$ cat config.mk
export PLATFORM = sky130hd
export DESIGN_NAME = stack_with_search
export DESIGN_NICKNAME = d
export VERILOG_FILES = /design/src/swsrch_pkg.sv /design/src/swsrch_ram.sv /design/src/stack_with_search.sv
export SDC_FILE = /design/constraint.sdc
export NUM_CORES = 2
export LEC_CHECK = 0
export BUFFER_PORTS_ARGS = -buffer_cell sky130_fd_sc_hd__clkbuf_2
export CORE_MARGIN = 2
export CORE_UTILIZATION = 40
export CTS_BUF_LIST = sky130_fd_sc_hd__clkbuf_4 sky130_fd_sc_hd__clkbuf_8 sky130_fd_sc_hd__clkbuf_16
export CTS_CLUSTER_DIAMETER = 50
export DETAILED_ROUTE_END_ITERATION = 10
export RECOVER_POWER = 25
export SLEW_MARGIN = 25
export SYNTH_ARGS = -nofsm -noshare
export SYNTH_HDL_FRONTEND = slang
export SYNTH_HIERARCHICAL = 1
export SYNTH_SLANG_ARGS = --single-unit
$ cat constraint.sdc
create_clock -name clk -period 9.1 [get_ports clk]
set_input_delay 1.365 -clock clk [delete_from_list [all_inputs] [get_ports clk]]
set_output_delay 1.365 -clock clk [all_outputs]
set_load 0.05 [all_outputs]
$ cat src/swsrch_pkg.sv
`timescale 1ns / 1ps

package swsrch_pkg;

	localparam int DATA_W = 32;
	localparam int POS_W  = 7;

	typedef enum logic [1:0] {
		ACT_PUSH   = 2'd0,
		ACT_POP    = 2'd1,
		ACT_SEARCH = 2'd2,
		ACT_DUMP   = 2'd3
	} action_t;

	typedef enum logic [1:0] {
		STAT_OK       = 2'd0,
		STAT_FULL     = 2'd1,
		STAT_EMPTY    = 2'd2,
		STAT_NOTFOUND = 2'd3
	} status_t;

	typedef enum logic [1:0] {
		S_IDLE,
		S_SCAN,
		S_EMIT
	} state_t;

	typedef logic signed [DATA_W-1:0] data_t;
	typedef logic [POS_W-1:0]         pos_t;

endpackage

$ cat src/swsrch_ram.sv
`timescale 1ns / 1ps

module swsrch_ram #(
	parameter int WIDTH = 32,
	parameter int DEPTH = 64
) (
	input  logic                                   clk,
	input  logic                                   we,
	input  logic [(DEPTH > 1 ? $clog2(DEPTH) : 1)-1:0] waddr,
	input  logic [WIDTH-1:0]                       wdata,
	input  logic [(DEPTH > 1 ? $clog2(DEPTH) : 1)-1:0] raddr,
	output logic [WIDTH-1:0]                       rdata
);

	logic [WIDTH-1:0] mem [DEPTH];

	always_ff @(posedge clk) begin
		if (we) begin
			mem[waddr] <= wdata;
		end
		rdata <= mem[raddr];
	end

endmodule

$ cat src/stack_with_search.sv
`timescale 1ns / 1ps

// Bounded stack of up to DEPTH signed 32-bit values with linear search and dump.
// Values live in one DEPTH x 32 RAM with a registered read; a count
// register marks the top, so the RAM needs no clearing after reset. Push and pop
// take a transaction, update the count in the same cycle and give their single
// result through the S_EMIT state and the output register. Search and dump walk
// the entries oldest first through the single RAM read port, one entry per cycle
// while the walk is not held: a search gives one result, a dump gives one
// result per entry, the final one marked by last. A result waits in the output
// register while the block continues; a dump holds its walk whenever that
// register is still occupied.
module stack_with_search #(
	parameter int DEPTH = 64
) (
	input  logic                    clk,
	input  logic                    arst_n,
	input  logic                    in_valid,
	output logic                    in_ready,
	input  swsrch_pkg::action_t     action,
	input  swsrch_pkg::data_t       value,
	output logic                    out_valid,
	input  logic                    out_ready,
	output swsrch_pkg::status_t     status,
	output swsrch_pkg::pos_t        position,
	output swsrch_pkg::data_t       entry_value,
	output logic                    last
);

	import swsrch_pkg::*;

	localparam int CW = $clog2(DEPTH + 1);
	localparam int AW = (DEPTH > 1) ? $clog2(DEPTH) : 1;
	localparam logic [CW-1:0] FULL_CNT = CW'(DEPTH);

	state_t          state_q, state_d;
	logic [CW-1:0]   count_q, count_d;
	logic [CW-1:0]   idx_q, idx_d;
	logic [CW-1:0]   idx_next;
	action_t         act_q, act_d;
	data_t           key_q, key_d;
	status_t         pend_status_q, pend_status_d;
	pos_t            pend_pos_q, pend_pos_d;

	logic            out_valid_q, out_valid_d;
	status_t         status_q, status_d;
	pos_t            pos_q, pos_d;
	data_t           entry_q, entry_d;
	logic            last_q, last_d;

	logic            slot_free;
	logic            last_hit;
	logic            we;
	logic [AW-1:0]   waddr;
	logic [AW-1:0]   raddr;
	logic [DATA_W-1:0] rdata;

	swsrch_ram #(
		.WIDTH(DATA_W),
		.DEPTH(DEPTH)
	) u_ram (
		.clk  (clk),
		.we   (we),
		.waddr(waddr),
		.wdata(value),
		.raddr(raddr),
		.rdata(rdata)
	);

	assign slot_free = !out_valid_q || out_ready;
	assign idx_next  = idx_q + CW'(1);
	assign last_hit  = (idx_next == count_q);
	assign waddr     = count_q[AW-1:0];

	always_ff @(posedge clk or negedge arst_n) begin
		if (!arst_n) begin
			state_q     <= S_IDLE;
			count_q     <= '0;
			out_valid_q <= 1'b0;
		end else begin
			state_q     <= state_d;
			count_q     <= count_d;
			out_valid_q <= out_valid_d;
		end
	end

	always_ff @(posedge clk) begin
		idx_q         <= idx_d;
		act_q         <= act_d;
		key_q         <= key_d;
		pend_status_q <= pend_status_d;
		pend_pos_q    <= pend_pos_d;
		status_q      <= status_d;
		pos_q         <= pos_d;
		entry_q       <= entry_d;
		last_q        <= last_d;
	end

	always_comb begin
		state_d       = state_q;
		count_d       = count_q;
		idx_d         = idx_q;
		act_d         = act_q;
		key_d         = key_q;
		pend_status_d = pend_status_q;
		pend_pos_d    = pend_pos_q;
		out_valid_d   = out_valid_q && !out_ready;
		status_d      = status_q;
		pos_d         = pos_q;
		entry_d       = entry_q;
		last_d        = last_q;
		in_ready      = 1'b0;
		we            = 1'b0;
		raddr         = idx_q[AW-1:0];
		case (state_q)
			S_IDLE: begin
				in_ready = 1'b1;
				raddr    = '0;
				if (in_valid) begin
					act_d         = action;
					key_d         = value;
					idx_d         = '0;
					pend_pos_d    = '0;
					pend_status_d = STAT_OK;
					state_d       = S_EMIT;
					case (action)
						ACT_PUSH: begin
							if (count_q == FULL_CNT) begin
								pend_status_d = STAT_FULL;
							end else begin
								we      = 1'b1;
								count_d = count_q + CW'(1);
							end
						end
						ACT_POP: begin
							if (count_q == '0) begin
								pend_status_d = STAT_EMPTY;
							end else begin
								count_d = count_q - CW'(1);
							end
						end
						default: begin
							if (count_q == '0) begin
								pend_status_d = STAT_EMPTY;
							end else begin
								state_d = S_SCAN;
							end
						end
					endcase
				end
			end
			S_SCAN: begin
				if (act_q == ACT_SEARCH) begin
					if (rdata == key_q) begin
						pend_status_d = STAT_OK;
						pend_pos_d    = POS_W'(idx_next);
						state_d       = S_EMIT;
					end else if (last_hit) begin
						pend_status_d = STAT_NOTFOUND;
						pend_pos_d    = '0;
						state_d       = S_EMIT;
					end else begin
						idx_d = idx_next;
						raddr = idx_next[AW-1:0];
					end
				end else if (slot_free) begin
					out_valid_d = 1'b1;
					status_d    = STAT_OK;
					pos_d       = '0;
					entry_d     = rdata;
					last_d      = last_hit;
					if (last_hit) begin
						state_d = S_IDLE;
					end else begin
						idx_d = idx_next;
						raddr = idx_next[AW-1:0];
					end
				end
			end
			S_EMIT: begin
				if (slot_free) begin
					out_valid_d = 1'b1;
					status_d    = pend_status_q;
					pos_d       = pend_pos_q;
					entry_d     = '0;
					last_d      = 1'b1;
					state_d     = S_IDLE;
				end
			end
			default: begin
				state_d = S_IDLE;
			end
		endcase
	end

	assign out_valid   = out_valid_q;
	assign status      = status_q;
	assign position    = pos_q;
	assign entry_value = entry_q;
	assign last        = last_q;

	a_count_bound: assert property (@(posedge clk) disable iff (!arst_n)
		count_q <= FULL_CNT)
		else $error("count above depth");

	a_scan_in_range: assert property (@(posedge clk) disable iff (!arst_n)
		state_q == S_SCAN |-> idx_q < count_q)
		else $error("scan index past top");

	a_push_grows: assert property (@(posedge clk) disable iff (!arst_n)
		in_valid && in_ready && action == ACT_PUSH && count_q != FULL_CNT
		|=> count_q == $past(count_q) + CW'(1))
		else $error("push did not advance count");

	a_empty_last: assert property (@(posedge clk) disable iff (!arst_n)
		out_valid && status == STAT_EMPTY |-> last && entry_value == '0)
		else $error("empty result malformed");

endmodule

==> After elaboration in Yosys (flattened, before gate mapping) <==
Memories as Yosys holds them, arrays and structs flattened. A register that Yosys moved wholly into a read port is not among the register bits.
Index checks and enable logic that the tools add are counted.
{ "word_totals": {"register_bits": 102, "latchBits": 0, "ram_bits": 2048, "rom_bits": 0, "mem_count": 1} }
{ "classes": {"add_sub_neg": 3, "multipliers": 0, "div_mod_pow": 0, "n_lt_le_gt_ge": 0, "eq_ne": 18, "shift": 0, "n_mux": 61, "n_bitwise": 0, "n_reduce_logical": 17} }
{ "mem_list": {"columns": ["name", "depth", "width", "read_ports", "rd_clocked_by_memory_dff", "wr", "line_no", "source"], "rows": [
  ["u_ram.mem", 64, 32, 1, 1, 1, "swsrch_ram.sv:15", "logic [WIDTH-1:0] mem [DEPTH];"]
]} }
{ "op_table": {"columns": ["operator", "count"], "rows": [
  ["$mux W32", 3],
  ["$mux W7", 13],
  ["$pmux W32 S2", 1],
  ["$pmux W7 S2", 4],
  ["$mux W2", 17],
  ["$eq A32 B32 Y1", 1],
  ["$mux W6", 4],
  ["$add A7 B1 Y7 const B", 2],
  ["$ne A2 B2 Y1 const B", 7],
  ["$mux W1", 13],
  ["$ne A3 B3 Y1 const B", 4],
  ["$pmux W6 S2", 1],
  ["$reduce_and A4 Y1", 3],
  ["$reduce_and A5 Y1", 2],
  ["$pmux W2 S2", 2],
  ["$eq A7 B7 Y1", 1],
  ["$eq A7 B7 Y1 const B", 1],
  ["$logic_not A7 Y1", 1],
  ["$sub A7 B1 Y7 const B", 1],
  ["$pmux W2 S3", 1],
  ["$reduce_bool A2 Y1", 3],
  ["$eq A2 B1 Y1 const B", 2],
  ["$eq A2 B2 Y1 const B", 2],
  ["$logic_not A2 Y1", 2],
  ["6 further kinds", 8]
]} }

==> Longest topological paths before layout <==
{ "logic_depth": {"ltp_word": 7, "mapped_depth": 18} }

==> Cells and area by module <==
The synthesis kept the hierarchy.
{ "by_module_without_submodules": {"columns": ["mod", "instances", "cells_per_inst", "area_each_um2", "seq_area_each_um2"], "rows": [
  ["swsrch_ram", 1, 3324, 78517.8, 62139.6],
  ["stack_with_search", 1, 358, 4857.2, 3012.9]
]} }

==> Least setup slack after synthesis <==
OpenSTA, ideal clock, no wires.
{ "synth_timing": {"path_kind": "input-to-reg", "startpoint": "in action[0]", "endpoint": "mem u_ram.mem[48][0] (enable)", "arrival_ns": 4.635, "required_time_ns": 8.639, "path_slack_ns": 4.004, "stages": 6, "n_path_buf": 0, "path_cell_list": "xnor2_1 > nor2_1 > nor4_1 > nor2b_1 > nand4b_1 > nor3_1"} }
{ "synth_between": {"elab_chain_len": 6} }
{ "synth_rtl": {"columns": ["item", "line_no", "source"], "rows": [
  ["from (decl)", "stack_with_search.sv:20", "input swsrch_pkg::action_t action,"],
  ["$logic_not A2 Y1", "stack_with_search.sv:126", "case (action)"],
  ["$mux W1", "stack_with_search.sv:126", null],
  ["$mux W1", "stack_with_search.sv:119", "if (in_valid) begin"],
  ["$mux W1", "stack_with_search.sv:115", "case (state_q)"],
  ["net we", "stack_with_search.sv:53", "logic we;"],
  ["$mux W1", "swsrch_ram.sv:18", "if (we) begin"],
  ["$mux W1 (not written as such)", "swsrch_ram.sv:19", "mem[waddr] <= wdata;"],
  ["to (decl)", "swsrch_ram.sv:15", null]
]} }
The timed path passes the listed nets, and every way through them passes these cells.

==> Worst setup path in the final report <==
{ "layout_timing": {"startpoint": "reg u_ram.rdata[25], read port of u_ram.mem", "endpoint": "reg u_ram.rdata[27], read port of u_ram.mem"} }
{ "layout_between": {"elab_chain_len": 4} }
{ "layout_rtl": {"columns": ["item", "line_no", "source"], "rows": [
  ["from (decl)", "swsrch_ram.sv:12", "output logic [WIDTH-1:0] rdata"],
  ["$eq A32 B32 Y1", "stack_with_search.sv:154", "if (rdata == key_q) begin"],
  ["$mux W6", "stack_with_search.sv:154", null],
  ["$mux W6", "stack_with_search.sv:153", "if (act_q == ACT_SEARCH) begin"],
  ["$pmux W6 S2", "stack_with_search.sv:115", null],
  ["net raddr[0]", "stack_with_search.sv:55", "logic [AW-1:0] raddr;"]
]} }
The timed path passes the listed nets, and every way through them passes these cells.
A chain may end at the register's enable or synchronous reset.

==> impl_results.md <==
- Status: complete, but fails checks
- Failing checks: capacitance limit, slew limit
- P&R area growth vs syn: 14.5%
- Core Area: 207000 um2
- Count of flip-flops with a built-in enable after synthesis: 2140
- TritonCTS Sinks: between 2k and 2.5k
- WL final: 220000 um
- Leak: a little under 30 nW
- Crit path DAT: about 7100 ps
- Post-CTS Resized: 0
- CTS Hold Bufs: 0
- Initial DRT Pass Iterations: 5
- Post-CTS Setup Inserts: 0
- Worst setup EP type: flop
- Setup TNS: 0 ps
- Tot GR Track Use: 20.8%
- Vias per cell: 5.77
- Max Cap Violations: 29
- Fillers: 17.0k
- Row cnt: 167
- Bufs on Longest Clock Path: 3
- #FFs+latches synth: about 2.2k
- Crit path launch: u_ram/rdata[25]$_DFF_P_
- Crit share post-route: a little over two thirds
- Most frequent cells in the layout: edfxtp_1, mux4_2, clkbuf_16
- Die area: 212000 um2
- Final ANT Viol Nets: 0
- Clock slew at reported path FFs: roughly 60 ps
- Maximum VDD drop: approximately 0.0003 V
- Ys Warns: 6
- Initial DRC Count: between 4k and 5k
- Vias: 39.8k
- Pre-CTS setup slack: 2740 ps
- Area contributors post-synth: edfxtp_1, mux4_2, mux2i_1
- Gp weighted congestion: 0.812
- Syn_area_per_cell: 22.6 um2
- Hold WC Path Type: flop to flop
- Dpl cells: 6498
- Hold WS: 519 ps
- Ys async rst share: 0.458%
- Register-to-Register Path Depth: 13
- Largest net degree at the start of global routing: roughly 110
- Synthesized cell area: around 83000 um2
- Port Buffers: 81
- Die Height: 461 um
- Initial Util: 40.3%
- RSZ-0062 raised after global routing: false
- CTS root buf: clkbuf_16
- Most common cell after layout, fill and taps aside: edfxtp_1
- Skew-Pair Late Insertion Delay: 860 ps
- CTS H-tree lvls: 4
- Design Power: 32.2 mW
- Power Density: between 300 and 400 nW/um2
- WS Path Type: flop to flop
- Fin crit period: about 6400 ps
- Fin worst setup slack: 2700 ps
- Yosys cell types: 64
- Type of origin of the critical path: flop
- First-pass GRT wire length: 309000 um
- Nets@finish: 3979
- Syn_nets: 3730
- Cell taking the most area after synthesis: edfxtp_1
- Fmax: 0.156 GHz
- Fin. Hold Viols: 0
- Slew Limit Fails: 1917
- R2R Path Start: u_ram/rdata[25]$_DFF_P_
- RR Endpoint: u_ram/rdata[27]$_DFF_P_
- TritonCTS Buffers: 219
- Routed len/inst: about 32 um
- Worst slew margin: -148%
- Final setup viols: 0
- Die X: approximately 460 um
- TritonCTS clock tree: done
- Hpwl dp: around 120000 um
- Fraction of layout cells with a size suffix above 1: between 20 and 30%
- Max Clock Skew: 63.8 ps
- Vias in the first global route: 40.3k
- Synth top area share: 77.1%
- Worst-Margin Slew: 3710 ps
- CP max FO: 54
- Fin cells: 6908
- Global route overflow: 0
- Post-route DRC violation count: 0
- Post-Syn Instances: 3682
- Required @ worst endpoint: between 9000 and 10000 ps
- Boundary pin count: 82
- Synth Flop Type: edfxtp_1
- Register area share after synthesis: 78.1%
- CP endpoint: u_ram/rdata[27]$_DFF_P_
- R2r setup slk: 2700 ps
- Initial antenna violation count: 15
## power breakdown
group          total (mW)  internal [mW]  switching [mW]
registers            11.8           11.5           0.324
logic                11.1           4.42            6.70
clock network        9.24           5.40            3.84
## Yosys cell counts, types with 8 or more instances
master,number
a21oi_1,72
a22oi_1,13
a311oi_1,8
and2_1,15
buf_1,17
buf_2,57
buf_4,26
buf_6,8
clkbuf_1,87
dfrtp_1,10
dfxtp_1,32
edfxtp_1,2140
ha_1,9
inv_1,12
mux2i_1,99
mux4_2,544
nand2_1,34
nand2b_1,13
nand3_1,9
nor2_1,154
nor2b_1,52
nor3_1,11
nor4_1,10
o21ai_0,9
o221ai_1,27
o22ai_1,84
xnor2_1,15
xor2_1,41
## registers in the layout (all words and copies together), names as in the netlist
register	cells
act_q	2
pend_status_q	2
position	7
out_valid	1
status	2
u_ram/mem	2048
u_ram/rdata	32
idx_q	7
last	1
state_q	2
count_q	7
entry_value	32
key_q	32
pend_pos_q	7
## layout make-up
cell class | count | area (um2) | share of cell area [%]
repair buffers | 224 | 1510 | 1.58
inverters | 12 | 45.0 | 0.0472
clock buffers | 300 | 6240 | 6.54
clock inverters | 104 | 1250 | 1.31
diodes | 6 | 15.0 | 0.0157
well taps | 2788 | 3490 | 3.65
multi-input cells | 1292 | 17800 | 18.6
flip-flops and latches | 2182 | 65200 | 68.2
## how the worst min path moves through the flow
stage,from,end,slack (ps),cells past startpoint
finish,pend_pos_q[6]$_SDFFCE_PN0P_,position[6]$_SDFFCE_PN0P_,520,1
CTS,arst_n,out_valid$_DFF_PN0_,360,1
floorplan,pend_pos_q[0]$_SDFFCE_PN0P_,position[0]$_SDFFCE_PN0P_,500,1
detailed placement,pend_pos_q[5]$_SDFFCE_PN0P_,position[5]$_SDFFCE_PN0P_,510,1
global placement,pend_pos_q[0]$_SDFFCE_PN0P_,position[0]$_SDFFCE_PN0P_,510,1
global route,pend_pos_q[6]$_SDFFCE_PN0P_,position[6]$_SDFFCE_PN0P_,540,1
## worst max-delay path, stage by stage (launching register included)
cell     delay [ps]
dfxtp_1         550
xor2_1          110
nor4_1          610
nand4_1         510
o31ai_2         510
or2_4           220
xnor2_1         140
a22o_4          590
buf_12          420
buf_4           480
mux4_2          570
mux4_2          550
o22ai_1         670
nor2_1          110
## cells by family after synthesis
kind of cell	count (synthesis)	synth area share (%)
AO/OA/AOI/OAI	237	1.85
flip-flops	2182	78.1
buffers and inverters	208	1.21
multiplexers	647	15.9
AND/OR/NAND/NOR	339	2.03
XOR/XNOR	59	0.662
adder cells (fa/ha/maj)	10	0.159
## metal layers
layer / up-vias / global-route usage (%) / share of wire [%]
li1: 16068 / - / -
met4: 0 / 6.73 / 3.2
met1: 21785 / 28.4 / 39
met2: 1685 / 33.9 / 49
met5: - / 0 / 0
met3: 293 / 3.90 / 8.3
## per-stage QoR
stage	instance area (um2)	utilization, %
2_1_floorplan	83400	-
3_3_place_gp	88100	42.5
3_5_place_dp	88100	42.5
4_1_cts	95600	46.2
5_1_grt	95500	46.1
6_report	95500	46.1
Note: power is estimated with default switching activity, not from simulation.
